File: src/design/pfp_pkg.sv
// Shared types and constants of the position frame parser.
`default_nettype none

package pfp_pkg;

  localparam logic [7:0] HDR_BYTE    = 8'hFE;
  localparam logic [7:0] TAIL_BYTE   = 8'hEF;
  localparam int         STORE_LEN   = 6;
  localparam int         STORE_IDX_W = $clog2(STORE_LEN);
  localparam int         FIFO_DEPTH  = 2;
  localparam int         CNT_W       = $clog2(FIFO_DEPTH + 1);

  typedef logic [7:0] byte_t;

  typedef enum logic [2:0] {
    PH_IDLE    = 3'd0,
    PH_LEN     = 3'd1,
    PH_PAYLOAD = 3'd2,
    PH_SUM     = 3'd3,
    PH_TAIL    = 3'd4
  } phase_e;

  // Result item, pos_x in the lowest bits.
  typedef struct packed {
    logic [15:0] pos_z;
    logic [15:0] pos_y;
    logic [15:0] pos_x;
  } res_t;

  // Parser to output queue.
  typedef struct packed {
    logic valid;
    res_t data;
  } res_push_t;

endpackage

`default_nettype wire

File: src/design/pfp_parser.sv
// Frame state machine, payload sum and six-byte payload store.
`default_nettype none

module pfp_parser
  import pfp_pkg::*;
(
  input  wire logic      clk_i,
  input  wire logic      rst_ni,
  input  wire logic      fire_i,
  input  wire byte_t     byte_i,
  output res_push_t      push_o
);

  phase_e phase_q, phase_d;
  byte_t  len_q, len_d;
  byte_t  sum_q, sum_d;
  byte_t  idx_q, idx_d;
  byte_t  store_q [STORE_LEN];
  logic   store_we;
  logic   frame_ok;

  // Next state.
  always_comb begin
    phase_d  = phase_q;
    len_d    = len_q;
    sum_d    = sum_q;
    idx_d    = idx_q;
    store_we = 1'b0;
    case (phase_q)
      PH_IDLE: begin
        if (byte_i == HDR_BYTE) begin
          phase_d = PH_LEN;
          len_d   = 8'd0;
        end
      end
      PH_LEN: begin
        len_d   = byte_i;
        sum_d   = 8'd0;
        idx_d   = 8'd0;
        phase_d = PH_PAYLOAD;
      end
      PH_PAYLOAD: begin
        if (({1'b0, idx_q} + 9'd1) < {1'b0, len_q}) begin
          store_we = (idx_q < 8'(STORE_LEN));
          idx_d    = idx_q + 8'd1;
          sum_d    = sum_q + byte_i;
        end else begin
          // this beat is the ignored byte
          phase_d = PH_SUM;
        end
      end
      PH_SUM: begin
        phase_d = (byte_i == sum_q) ? PH_TAIL : PH_IDLE;
      end
      PH_TAIL: begin
        phase_d = PH_IDLE;
      end
      default: begin
        phase_d = PH_IDLE;
      end
    endcase
  end

  // Outputs.
  always_comb begin
    frame_ok          = (phase_q == PH_TAIL) && (byte_i == TAIL_BYTE);
    push_o.valid      = fire_i && frame_ok;
    push_o.data.pos_x = {store_q[1], store_q[0]};
    push_o.data.pos_y = {store_q[3], store_q[2]};
    push_o.data.pos_z = {store_q[5], store_q[4]};
  end

  always_ff @(posedge clk_i or negedge rst_ni) begin
    if (!rst_ni) begin
      phase_q <= PH_IDLE;
      len_q   <= 8'd0;
      sum_q   <= 8'd0;
      idx_q   <= 8'd0;
    end else if (fire_i) begin
      phase_q <= phase_d;
      len_q   <= len_d;
      sum_q   <= sum_d;
      idx_q   <= idx_d;
    end
  end

  always_ff @(posedge clk_i or negedge rst_ni) begin
    if (!rst_ni) begin
      for (int i = 0; i < STORE_LEN; i++) begin
        store_q[i] <= 8'd0;
      end
    end else if (fire_i && store_we) begin
      store_q[idx_q[STORE_IDX_W-1:0]] <= byte_i;
    end
  end

`ifndef ASSERT_OFF
  a_push_from_tail: assert property (@(posedge clk_i) disable iff (!rst_ni)
    push_o.valid |=> phase_q == PH_IDLE)
    else $error("result pushed without returning to idle");
  a_len_to_payload: assert property (@(posedge clk_i) disable iff (!rst_ni)
    (fire_i && phase_q == PH_LEN) |=> (phase_q == PH_PAYLOAD && idx_q == 8'd0))
    else $error("length beat did not start the payload");
`endif

endmodule

`default_nettype wire

File: src/design/pfp_out_fifo.sv
// Two-entry result queue that decouples the parser from the output stall.
`default_nettype none

module pfp_out_fifo
  import pfp_pkg::*;
(
  input  wire logic        clk_i,
  input  wire logic        rst_ni,
  input  wire res_push_t   push_i,
  output logic             full_o,
  output logic             valid_o,
  input  wire logic        ready_i,
  output res_t             data_o
);

  res_t             mem_q [FIFO_DEPTH];
  logic             wr_ptr_q, rd_ptr_q;
  logic [CNT_W-1:0] cnt_q, cnt_d;
  logic             pop;

  assign pop     = valid_o && ready_i;
  assign valid_o = (cnt_q != '0);
  assign full_o  = (cnt_q == CNT_W'(FIFO_DEPTH));
  assign data_o  = mem_q[rd_ptr_q];

  always_comb begin
    cnt_d = cnt_q;
    case ({push_i.valid, pop})
      2'b10:   cnt_d = cnt_q + CNT_W'(1);
      2'b01:   cnt_d = cnt_q - CNT_W'(1);
      default: cnt_d = cnt_q;
    endcase
  end

  always_ff @(posedge clk_i or negedge rst_ni) begin
    if (!rst_ni) begin
      cnt_q    <= '0;
      wr_ptr_q <= 1'b0;
      rd_ptr_q <= 1'b0;
    end else begin
      cnt_q <= cnt_d;
      if (push_i.valid) wr_ptr_q <= ~wr_ptr_q;
      if (pop)          rd_ptr_q <= ~rd_ptr_q;
    end
  end

  always_ff @(posedge clk_i) begin
    if (push_i.valid) begin
      mem_q[wr_ptr_q] <= push_i.data;
    end
  end

`ifndef ASSERT_OFF
  a_no_overflow: assert property (@(posedge clk_i) disable iff (!rst_ni)
    push_i.valid |-> !full_o)
    else $error("result pushed into a full queue");
  a_ptr_count: assert property (@(posedge clk_i) disable iff (!rst_ni)
    (cnt_q == CNT_W'(1)) |-> (wr_ptr_q != rd_ptr_q))
    else $error("queue pointers disagree with count");
`endif

endmodule

`default_nettype wire

File: src/design/position_frame_parser_top.sv
// Top level of the position frame parser: input register, parser, result queue.
//
// Usage:
//   Slave stream s_axis_* carries one received byte per beat in tdata.
//   Frames are 0xFE, a length L, L-1 payload bytes, one ignored byte, the
//   8-bit wrapping payload sum and 0xEF. Bytes outside a frame are dropped.
//   Master stream m_axis_* carries one 48-bit result per good frame:
//   pos_x, pos_y, pos_z, each little endian from payload bytes 0..5.
// Throughput: one byte per clock, sustained while the result queue has room,
//   whatever the frame contents; the parser updates its state once per byte.
// Result path: the input register takes the tail byte of a frame, the
//   parser checks it there and, once the queue has room, its result is
//   written into the result queue, whose head drives m_axis.
// Stall: a two-entry result queue holds results while the receiver is
//   stalled; input keeps flowing until the queue is full and a byte that
//   is waiting in the input register is held there.
// Reset: asynchronous, active low; the parser returns to idle, the length,
//   sum, count and payload store clear to zero and both streams go empty.
`default_nettype none

module position_frame_parser_top
  import pfp_pkg::*;
(
  input  wire logic        clk_i,
  input  wire logic        rst_ni,
  input  wire logic        s_axis_tvalid_i,
  output logic             s_axis_tready_o,
  input  wire logic [7:0]  s_axis_tdata_i,   // [7:0] rx_byte
  output logic             m_axis_tvalid_o,
  input  wire logic        m_axis_tready_i,
  output logic [47:0]      m_axis_tdata_o    // [15:0] pos_x, [31:16] pos_y, [47:32] pos_z
);

  logic      in_valid_q;
  byte_t     in_byte_q;
  logic      fire;
  logic      q_full;
  res_push_t push;
  res_t      out_data;

  // Parse the held byte whenever the queue has room for a possible result.
  assign fire            = in_valid_q && !q_full;
  assign s_axis_tready_o = !in_valid_q || fire;

  always_ff @(posedge clk_i or negedge rst_ni) begin
    if (!rst_ni) begin
      in_valid_q <= 1'b0;
    end else if (s_axis_tready_o) begin
      in_valid_q <= s_axis_tvalid_i;
    end
  end

  always_ff @(posedge clk_i) begin
    if (s_axis_tready_o && s_axis_tvalid_i) begin
      in_byte_q <= s_axis_tdata_i;
    end
  end

  pfp_parser u_parser (
    .clk_i  (clk_i),
    .rst_ni (rst_ni),
    .fire_i (fire),
    .byte_i (in_byte_q),
    .push_o (push)
  );

  pfp_out_fifo u_out_fifo (
    .clk_i   (clk_i),
    .rst_ni  (rst_ni),
    .push_i  (push),
    .full_o  (q_full),
    .valid_o (m_axis_tvalid_o),
    .ready_i (m_axis_tready_i),
    .data_o  (out_data)
  );

  assign m_axis_tdata_o = out_data;

endmodule

`default_nettype wire
File: config.mk
export PLATFORM = sky130hd
export DESIGN_NAME = position_frame_parser_top
export DESIGN_NICKNAME = d
export VERILOG_FILES = /design/src/design/pfp_pkg.sv /design/src/design/pfp_parser.sv /design/src/design/pfp_out_fifo.sv /design/src/design/position_frame_parser_top.sv
export SDC_FILE = /design/constraint.sdc
export NUM_CORES = 1
export LEC_CHECK = 0
export BUFFER_PORTS_ARGS = -buffer_cell sky130_fd_sc_hd__clkbuf_2
export CAP_MARGIN = 20
export CORE_MARGIN = 4
export CORE_UTILIZATION = 45
export CTS_BUF_LIST = sky130_fd_sc_hd__clkbuf_8
export DETAILED_ROUTE_END_ITERATION = 16
export GPL_ROUTABILITY_DRIVEN = 0
export GPL_TIMING_DRIVEN = 0
export PLACE_DENSITY = 0.72
export SYNTH_ARGS = -nofsm -noshare
export SYNTH_HDL_FRONTEND = slang
export SYNTH_HIERARCHICAL = 1
export SYNTH_SLANG_ARGS = --single-unit
File: constraint.sdc
create_clock -name clk_i -period 4.7 [get_ports clk_i]
set_input_delay 0.94 -clock clk_i [delete_from_list [all_inputs] [get_ports clk_i]]
set_output_delay 0.94 -clock clk_i [all_outputs]
set_load 0.01 [all_outputs]
==> impl_metrics.json, run 1 <==
{
  "status": "complete, no violations",
  "hold_path_depth": 0,
  "first_global_vias": 4373,
  "grt_max_degree": 43,
  "antenna_found_initial": 0,
  "drt_iter0_drc": 228,
  "p_leak_nw": 3.67,
  "die_area_um2": 19300,
  "layout_setup_ws_ns": 1.01,
  "num_io_pins": 62,
  "final_cell_mix": "104 x edfxtp_1, 88 x mux2_2, 80 x dfrtp_1",
  "rows": 47,
  "clock_latency_ns": 0.45,
  "syn_nets": 510,
  "initial_core_util_pct": 46.1,
  "endpoint": "u_parser/push_o[0]",
  "ys.warnings.count": 6,
  "cts_hold_buf": 0,
  "cts-root-buf": "clkbuf_8",
  "tns_ns": 0,
  "r2r_start": "u_parser/idx_q[1]",
  "critPathKind": "reg -> reg",
  "post-cts-setup-buffer-count": 0,
  "synthXorXnorAreaFrac_pct": 2.05,
  "cts_sinks": 184,
  "syn_to_final_growth_pct": 13.7,
  "num-nets-final": 593,
  "routed_wl_um": 13900,
  "clkSlewWorstSetupHoldPaths_ns": 0.09,
  "synth.area.mux_share_pct": 14.8,
  "worst_slew_pin_slew_ns": 0.726,
  "finalSetupViolCount": 0,
  "portBuffers": 61,
  "ant_nets": 0,
  "cpMaxStageDelayCell": "dfrtp_1",
  "p_total_mw": 4.78,
  "crit_chain": "ha_1, nand3_1, nor2_1, xor2_1, ha_1, a21o_2, a2111oi_4, nand2_1, nor4b_4, nand2_2, mux2_2",
  "finalMaxSlewViolations": 0,
  "post-route-drc-count": 0,
  "syn-cell-area_um2": 7700,
  "yosys.area_share.simple_pct": 7.33,
  "fmax_mhz": 271,
  "synth_flop_cell": "edfxtp_1",
  "arrival_ns": 4.02,
  "ctsResizeCount": 0,
  "ys_types": 56,
  "worstPathRequired_ns": 5.03,
  "start_kind": "flop",
  "htreeDepth": 4,
  "finish.utilization_pct": 52.4,
  "grt_pass1_wl_um": 22900,
  "drive_above_1_share_pct": 39.2,
  "grtUsageTotal_pct": 15.1,
  "slew_headroom_pct": 51.5,
  "yosys.area.top_type": "edfxtp_1",
  "fin_crit_ns": 3.69,
  "vias": 4168,
  "vias_per_cell": 5.23,
  "fin_skew_ns": 0.0113,
  "crit_fanout": 8,
  "yosysTopAreaCellShare_pct": 40.6,
  "yosysSeqAreaShare_pct": 66.5,
  "drtPass1Iterations": 4,
  "r2r_cells": 11,
  "drv_cap": 0,
  "ir_drop_v": 0.000246,
  "antenna_cells": 0,
  "avgSynthCellArea_um2": 16.0,
  "place_ws_ns": 1.09,
  "ff2ff_setup_slack_ns": 1.01,
  "cts_tree": "yes",
  "period_share_pct": 78.6,
  "slowest_delay_ns": 0.54,
  "end_kind": "flop",
  "synth_fa_ha_area_share_pct": 2.86,
  "holdWs_ns": 0.463,
  "core-area_um2": 16700,
  "grt_overflow_total": 0,
  "cpMostUsedCell": "ha_1",
  "min-delay-path-class": "reg -> reg",
  "timing.rr.end": "u_parser/push_o[0]",
  "startpoint": "u_parser/idx_q[1]",
  "rsz0062_at_grt": "no",
  "synth_top_family_by_area": "multiplexers",
  "dpl.hpwl_um": 9400,
  "async_flop_share_pct": 43.5,
  "final_common_cell": "edfxtp_1",
  "wl_per_cell_um": 17.5,
  "synth_compound_area_share_pct": 3.66,
  "synth_cells": 481,
  "cts_buffers": 17,
  "cts.path.max_buffers": 2,
  "ys_ff_latch": 184,
  "finalHoldViolations": 0,
  "die_x_um": 139,
  "chipHeight_um": 139,
  "synth-edff-count": 104,
  "netlist_top_cells_area": "edfxtp_1 41%, dfrtp_1 26%, mux2_2 13%",
  "power_density_nw_per_um2": 546
}
==> state kept, by name, summed over array words and instances, names as in the netlist <==
name	count
u_out_fifo/wr_ptr_q	1
in_byte_q	8
u_parser/sum_q	8
u_out_fifo/cnt_q	2
u_out_fifo/mem_q	96
u_parser/push_o	48
u_parser/len_q	8
u_out_fifo/rd_ptr_q	1
in_valid_q	1
u_parser/phase_q	3
u_parser/idx_q	8
==> metrics by stage <==
stage               instances  cell area [µm²]
global route              797             8760
detailed placement        765             8360
floorplan                 481             7700
CTS                       797             8760
global placement          762             8280
finish                    797             8760
==> worst min-delay path by stage <==
stage	slack [ns]	start	endpoint
3_3_place_gp	0.44	u_parser/push_o[40]	u_out_fifo/mem_q[0][40]
6_report	0.46	u_parser/push_o[24]	u_out_fifo/mem_q[1][24]
3_5_place_dp	0.45	u_parser/push_o[19]	u_out_fifo/mem_q[1][19]
4_1_cts	0.47	u_parser/push_o[24]	u_out_fifo/mem_q[1][24]
2_1_floorplan	0.44	u_parser/push_o[0]	u_out_fifo/mem_q[0][0]
5_1_grt	0.47	u_parser/push_o[24]	u_out_fifo/mem_q[1][24]
==> worst max-delay path: cells and delay by family (launching register included) <==
| kind | cells | cell delay [ns] |
|---|---|---|
| AND/OR/NAND/NOR | 5 | 1.29 |
| flip-flops | 1 | 0.54 |
| adder cells (fa/ha/maj) | 2 | 0.54 |
| multiplexers | 1 | 0.34 |
| XOR/XNOR | 1 | 0.28 |
| AO/OA/AOI/OAI | 2 | 0.58 |
==> power breakdown <==
group | switching, mW | total (mW) | internal, mW
clock | 0.545 | 1.04 | 0.492
sequential | 0.205 | 2.23 | 2.02
combinational | 0.774 | 1.52 | 0.744
==> Yosys cell counts, types with 4 or more instances <==
cell	instances
nand2_1	17
o21ai_0	9
a21oi_1	4
inv_1	13
buf_6	5
nor3_1	4
ha_1	16
dfrtp_1	80
nand3_1	33
edfxtp_1	104
mux2_4	10
a22o_1	8
a21o_1	4
xnor2_1	7
nor2_1	13
mux2_2	88
xor2_1	11
==> kinds of logic (layout without fill, tap and decap cells) <==
family,count (synthesis),in the layout
muxes,98,98
and+or+nand+nor,95,95
xor gates and xnor gates,18,18
buffers and inverters,32,128
DFF,184,184
adders and majority gates,17,17
AOI/OAI and AO/OA,37,37
==> layout make-up <==
cell class                      count  area (µm²)
Clock buffer                       18         248
Tap cell                          220         275
Sequential cell                   184        5120
Fill cell                        1375        7940
Timing Repair Buffer               64         375
Inverter                           13        48.8
Clock inverter                     14         150
Multi-Input combinational cell    265        2370
Buffer                             19         163
==> per-layer routing <==
layer	GRT usage [%]	routed length (µm)	share of wire [%]
met5	0	0	0
met4	4.84	201	1.4
met3	3.72	544	3.9
met2	25.5	6990	50
met1	19.2	6170	44
Power figures use the tool's default switching activity.
==> run 2, diff against run 1 <==
PLACE_DENSITY = 0.74   (was 0.72)
clock period = 3.1 ns   (was 4.7 ns; I/O delays follow)
==> run 2 against run 1 <==
  * The run now ends with negative setup slack left
  * Count of clock-buffer cells in the layout stayed put
  * Wire length rose by 8.3%
  * First-iteration DRC count increased by 37%
  * Register-to-register slack lost 1.0 ns
  * Sequential cell count stayed put
  * Maximum frequency is 18% higher
  * Design area up 3.1%
  * Sequential share of layout area shrank 1.8 points
  * Power increased by 62%
  * Largest cell class unchanged
  * Highest routed layer unchanged
==> impl_metrics.json, run 2 (synthesis gave the netlist of run 1 again) <==
{
  "wl_met2_um": 7890,
  "internal_power_mw": 5.35,
  "initial_core_util_pct": 46.1,
  "drv_cap": 0,
  "dr_wl_met3_um": 670,
  "violations": "negative setup slack",
  "vias": 4297,
  "htreeDepth": 4,
  "core-area_um2": 16700,
  "r2r_start": "u_parser/idx_q[0]",
  "cts.path.max_buffers": 2,
  "finalHoldViolations": 0,
  "cts-root-buf": "clkbuf_8",
  "portBuffers": 61,
  "p_total_mw": 7.73,
  "first_global_vias": 4447,
  "pwr-share-comb_pct": 32.3,
  "n_fill_cell": 1367,
  "grt_max_degree": 43,
  "grtUsageTotal_pct": 15.9,
  "vias_per_cell": 5.32,
  "grt_pass1_wl_um": 23900,
  "finalSetupViolCount": 6,
  "grt_overflow_total": 0,
  "critPathKind": "reg -> reg",
  "highest_layer": "met4",
  "arrival_ns": 3.48,
  "slew_headroom_pct": 50.9,
  "fmax_mhz": 319,
  "num_io_pins": 62,
  "power_density_nw_per_um2": 856,
  "start_kind": "flop",
  "rsz0062_at_grt": "yes",
  "min-delay-path-class": "in -> async",
  "drive_above_1_share_pct": 42.8,
  "top_register": "u_out_fifo/mem_q",
  "layout_setup_ws_ns": -0.0331,
  "rows": 47,
  "status": "finished with violations",
  "fin_crit_ns": 3.13,
  "antenna_cells": 0,
  "period_share_pct": 101,
  "dpl.hpwl_um": 9870,
  "worstPathRequired_ns": 3.44,
  "fin_skew_ns": 0.0113,
  "syn_to_final_growth_pct": 17.3,
  "cts_sinks": 184,
  "drt_iter0_drc": 312,
  "ant_nets": 0,
  "ff2ff_setup_slack_ns": -0.03,
  "chipHeight_um": 139,
  "p_leak_nw": 3.78,
  "cts_tree": "yes",
  "end_kind": "flop",
  "tns_ns": -0.113,
  "crit_fanout": 8,
  "met1Wirelength_um": 6200,
  "largest_register_ffs": 96,
  "cts_buffers": 17,
  "clkSlewWorstSetupHoldPaths_ns": 0.09,
  "post-route-drc-count": 0,
  "final_common_cell": "edfxtp_1",
  "r2r_cells": 12,
  "clock_power_share_pct": 23.9,
  "clock_latency_ns": 0.46,
  "seq_power_share_pct": 43.7,
  "timing.rr.end": "u_parser/push_o[38]",
  "switchingPower_mw": 2.38,
  "final_cell_mix": "104 x edfxtp_1, 85 x mux2_2, 79 x dfrtp_1",
  "num-nets-final": 603,
  "finalMaxSlewViolations": 0,
  "switching_share_pct": 30.8,
  "holdWs_ns": 0.168,
  "die_area_um2": 19300,
  "worst_slew_pin_slew_ns": 0.735,
  "antenna_found_initial": 0,
  "ir_drop_v": 0.000354,
  "wl_per_cell_um": 18.7,
  "routed_wl_um": 15100,
  "drtPass1Iterations": 5,
  "die_x_um": 139,
  "cts_hold_buf": 0
}
-- run 2: cell count changes in the layout (fill, tap and decap cells not counted), moves of 3 or more --
cell,before,now
nor2_1,12,9
bufinv_16,2,6
mux2_2,88,85
mux2_4,10,13
buf_4,3,13
-- run 2: timing repair --
| item | CTS | global route |
|---|---|---|
| gates cloned | 0 | 0 |
| pin swaps | 11 | 2 |
| setup buffers | 7 | 4 |
| gates resized for setup | 12 | 10 |
| setup endpoints to repair | 88 | 138 |
-- run 2: worst max path at each step --
stage | from | to | slack (ns) | cells past startpoint
CTS | u_parser/idx_q[0] | u_parser/push_o[38] | -0.004 | 12
floorplan | u_parser/idx_q[1] | u_parser/push_o[32] | 0.008 | 11
global route | u_parser/idx_q[0] | u_parser/push_o[39] | -0.22 | 12
detailed placement | u_parser/idx_q[1] | u_parser/push_o[38] | -0.36 | 11
finish | u_parser/idx_q[0] | u_parser/push_o[38] | -0.03 | 12
global placement | u_out_fifo/cnt_q[0] | u_out_fifo/mem_q[0][18] | -0.44 | 7
-- run 2: worst max-delay path, cell delays in order (launching register included) --
cell and delay [ns]:
dfrtp_1 0.41, ha_4 0.17, nand3_4 0.09, nor2_4 0.12, xor2_2 0.18, ha_1 0.27, a21o_2 0.22, a2111oi_4 0.33
nand2_2 0.13, nor4b_4 0.29, buf_4 0.18, nand4b_4 0.24, mux2_4 0.38
-- run 2: final cells by class --
class	count	area (µm²)	share of cell area, %
Sequential cell	184	5130	56.7
Clock buffer	18	248	2.74
Inverter	13	48.8	0.540
Tap cell	220	275	3.05
Clock inverter	14	230	2.55
Timing Repair Buffer	75	454	5.03
Multi-Input combinational cell	265	2490	27.6
Buffer	18	159	1.76
-- run 2: layer usage --
layer	up-vias	track usage, %
met5	-	0
met4	0	5.61
met3	28	3.69
met2	112	28.3
met1	2185	19.1
li1	1972	-
-- run 2: power groups by stage --
stage / Combinational [mW] / Sequential, mW / Clock [mW]
2_1_floorplan: 1.78 / 3.32 / 0
3_3_place_gp: 2.25 / 3.41 / 0
3_5_place_dp: 2.33 / 3.45 / 0
4_1_cts: 2.45 / 3.38 / 1.90
5_1_grt: 2.73 / 3.43 / 2.00
6_report: 2.50 / 3.38 / 1.85
-- run 2: through the flow --
| step | area [µm²] | std cells | setup slack (ns) | util, % |
|---|---|---|---|---|
| finish | 9030 | 807 | -0.0331 | 54.1 |
| global route | 9030 | 807 | -0.224 | 54.1 |
| CTS | 8940 | 804 | -0.00386 | 53.6 |
| detailed placement | 8370 | 765 | -0.359 | 50.1 |
| global placement | 8300 | 762 | -0.443 | 49.7 |
| floorplan | 7720 | 481 | 0.00797 | - |
==> run 3, diff against run 2 <==
SYNTH_HIERARCHICAL = default   (was 1)
TNS_END_PERCENT = 30   (was default)
==> run 3 against run 2 <==
  * The flow still finishes with violations (negative setup slack)
  * Via count fell by 2.9%
  * Clock power fell by 17%
  * Design area shrank 2.4%
  * Synthesized cell count down 4.0%
  * Largest cell class unchanged
  * Non-clock buffer count grew 3
  * Power is 2.1% lower
  * Utilization fell by 0.71 points
  * Sequential share of layout area up 1.4 points
  * Critical path type unchanged
  * Critical endpoint is now u_parser.push_o[26]
==> impl_metrics.json, run 3 <==
{
  "place_area_um2": 8210,
  "arrival_ns": 3.48,
  "synth_flop_cell": "edfxtp_1",
  "syn-cell-area_um2": 7540,
  "initial_core_util_pct": 45.7,
  "core-area_um2": 16500,
  "synth_cells": 462,
  "cts-root-buf": "clkbuf_8",
  "startpoint": "u_parser.idx_q[0]",
  "htreeDepth": 4,
  "ys_ff_latch": 184,
  "portBuffers": 61,
  "pwr-share-comb_pct": 33.2,
  "grt_overflow_total": 0,
  "worstPathRequired_ns": 3.46,
  "vias": 4171,
  "p_leak_nw": 3.51,
  "grt_max_degree": 53,
  "cts_sinks": 184,
  "clock_latency_ns": 0.47,
  "ys_types": 44,
  "chipHeight_um": 137,
  "ir_drop_v": 0.000495,
  "top_register": "u_out_fifo.mem_q",
  "p_total_mw": 7.57,
  "layout_setup_ws_ns": -0.0219,
  "antenna_found_initial": 0,
  "crit_fanout": 8,
  "final_common_cell": "edfxtp_1",
  "num-nets-final": 592,
  "grtUsageTotal_pct": 15.9,
  "seq_power_share_pct": 46.5,
  "async_flop_share_pct": 43.5,
  "fmax_mhz": 320,
  "yosys.area.top_type": "edfxtp_1",
  "yosysMostFrequentCell": "edfxtp_1",
  "endpoint": "u_parser.push_o[26]",
  "switching_share_pct": 32.3,
  "min-delay-path-class": "in -> async",
  "fin_crit_ns": 3.12,
  "drv_cap": 0,
  "synth.top_cells.by_count": "104 x edfxtp_1, 96 x mux2_2, 80 x dfrtp_1",
  "first_global_vias": 4325,
  "die_area_um2": 18900,
  "period_share_pct": 101,
  "netlist_top_cells_area": "edfxtp_1 41%, dfrtp_1 27%, mux2_2 14%",
  "finalMaxSlewViolations": 0,
  "finish.utilization_pct": 53.4,
  "drt_iter0_drc": 241,
  "yosysSeqAreaShare_pct": 67.9,
  "largest_register_ffs": 96,
  "worst_slew_pin_slew_ns": 0.976,
  "ant_nets": 0,
  "final_cell_mix": "104 x edfxtp_1, 92 x mux2_2, 78 x dfrtp_1",
  "fin_skew_ns": 0.0125,
  "die_x_um": 137,
  "syn_to_final_growth_pct": 16.9,
  "drtPass1Iterations": 4,
  "stdcell_area_um2": 8820,
  "rsz0062_at_grt": "yes",
  "r2r_cells": 13,
  "num_io_pins": 62,
  "cts.path.max_buffers": 2,
  "finalSetupViolCount": 5,
  "internal_power_mw": 5.13,
  "syn_nets": 491,
  "wl_per_cell_um": 17.7,
  "grt_pass1_wl_um": 22500,
  "cts_buffers": 17,
  "drive_above_1_share_pct": 41.3,
  "status": "finished with violations",
  "clkSlewWorstSetupHoldPaths_ns": 0.09,
  "antenna_cells": 0,
  "finalHoldViolations": 0,
  "critPathKind": "reg -> reg",
  "r2r_start": "u_parser.idx_q[0]",
  "timing.rr.end": "u_parser.push_o[26]",
  "rows": 47,
  "synth-edff-count": 104,
  "final_cell_count_no_fill": 796,
  "routed_wl_um": 14100,
  "post-route-drc-count": 0,
  "end_kind": "flop",
  "yosysTopAreaCellShare_pct": 41.4,
  "ys.warnings.count": 0,
  "slew_headroom_pct": 34.7,
  "switchingPower_mw": 2.45,
  "power_density_nw_per_um2": 858,
  "start_kind": "flop",
  "ff2ff_setup_slack_ns": -0.02,
  "avgSynthCellArea_um2": 16.3,
  "cts_tree": "yes",
  "dp.cells": 746,
  "violations": "negative setup slack",
  "vias_per_cell": 5.24,
  "dpl.hpwl_um": 8960,
  "clock_power_share_pct": 20.3
}
==> run 3: cell count changes after synthesis, moves of 6 or more <==
cell,delta
nand3_1,-25
mux2_4,-10
a22o_1,+9
mux2_2,+8
nor4_4,+6
==> run 3: what timing repair did <==
action / in CTS / in global routing
setup endpoints to repair: 73 / 59
resized for setup: 16 / 10
setup buffers: 12 / 6
pin swaps: 11 / 1
hold buffers: 0 / 0
hold endpoints to repair: 0 / 0
==> run 3: power by group through the flow <==
stage               clock network (mW)  logic (mW)  registers, mW
finish                            1.54        2.51           3.52
global route                      1.66        2.76           3.59
CTS                               1.56        2.46           3.52
detailed placement                   0        2.29           3.58
global placement                     0        2.19           3.54
floorplan                            0        1.76           3.43
==> run 3: worst min-delay path by stage <==
stage,startpoint,end,slack (ns),cells after the start
floorplan,rst_ni,in_valid_q,0.32,0
global placement,u_parser.push_o[34],u_out_fifo.mem_q[0][34],0.45,0
detailed placement,u_parser.push_o[34],u_out_fifo.mem_q[1][34],0.45,0
CTS,rst_ni,u_parser.push_o[42],0.11,1
global route,rst_ni,u_parser.push_o[22],0.13,1
finish,rst_ni,u_parser.push_o[42],0.12,1
==> run 3: metrics by stage <==
stage | worst slack [ns] | TNS (ns) | hold slack [ns]
final | -0.0219 | -0.0516 | 0.116
after global routing | -0.155 | -2.95 | 0.130
after CTS | 0.00519 | 0 | 0.111
after detailed placement | -0.662 | -30.11 | 0.455
after global placement | -1.87 | -204.96 | 0.446
after floorplan | -0.357 | -42.42 | 0.324
==> run 3: cell families after synthesis <==
kind of cell | share of synthesized area, %
adder cells (fa/ha/maj) | 2.92
AND/OR/NAND/NOR | 6.42
AO/OA/AOI/OAI | 4.51
flip-flops | 67.9
XOR/XNOR | 2.09
buffers and inverters | 1.66
multiplexers | 14.5
==> run 3: layout make-up <==
cell class	instances	area, µm²
Clock inverter	13	118
Multi-Input combinational cell	250	2360
Sequential cell	184	5130
Tap cell	220	275
Fill cell	1326	7700
Buffer	14	80.1
Inverter	14	52.6
Timing Repair Buffer	82	542
Clock buffer	19	262
==> run 3: worst max-delay path, stage by stage, from the launching register on <==
cell	delay (ns)
dfrtp_2	0.43
ha_4	0.16
nand2_2	0.05
or2_4	0.25
xnor2_1	0.13
ha_1	0.30
a21o_1	0.16
a211o_1	0.29
nor3_4	0.19
nand2_4	0.12
buf_8	0.15
nor4_4	0.25
buf_6	0.18
mux2_2	0.34
==> run 3: layer usage <==
metal | GRT usage [%] | share of wire (%) | vias up
li1 | - | - | 1931
met1 | 21.3 | 44 | 2122
met2 | 25.3 | 48 | 102
met3 | 3.98 | 6.5 | 16
met4 | 5.99 | 1.3 | 0
met5 | 0 | 0 | -
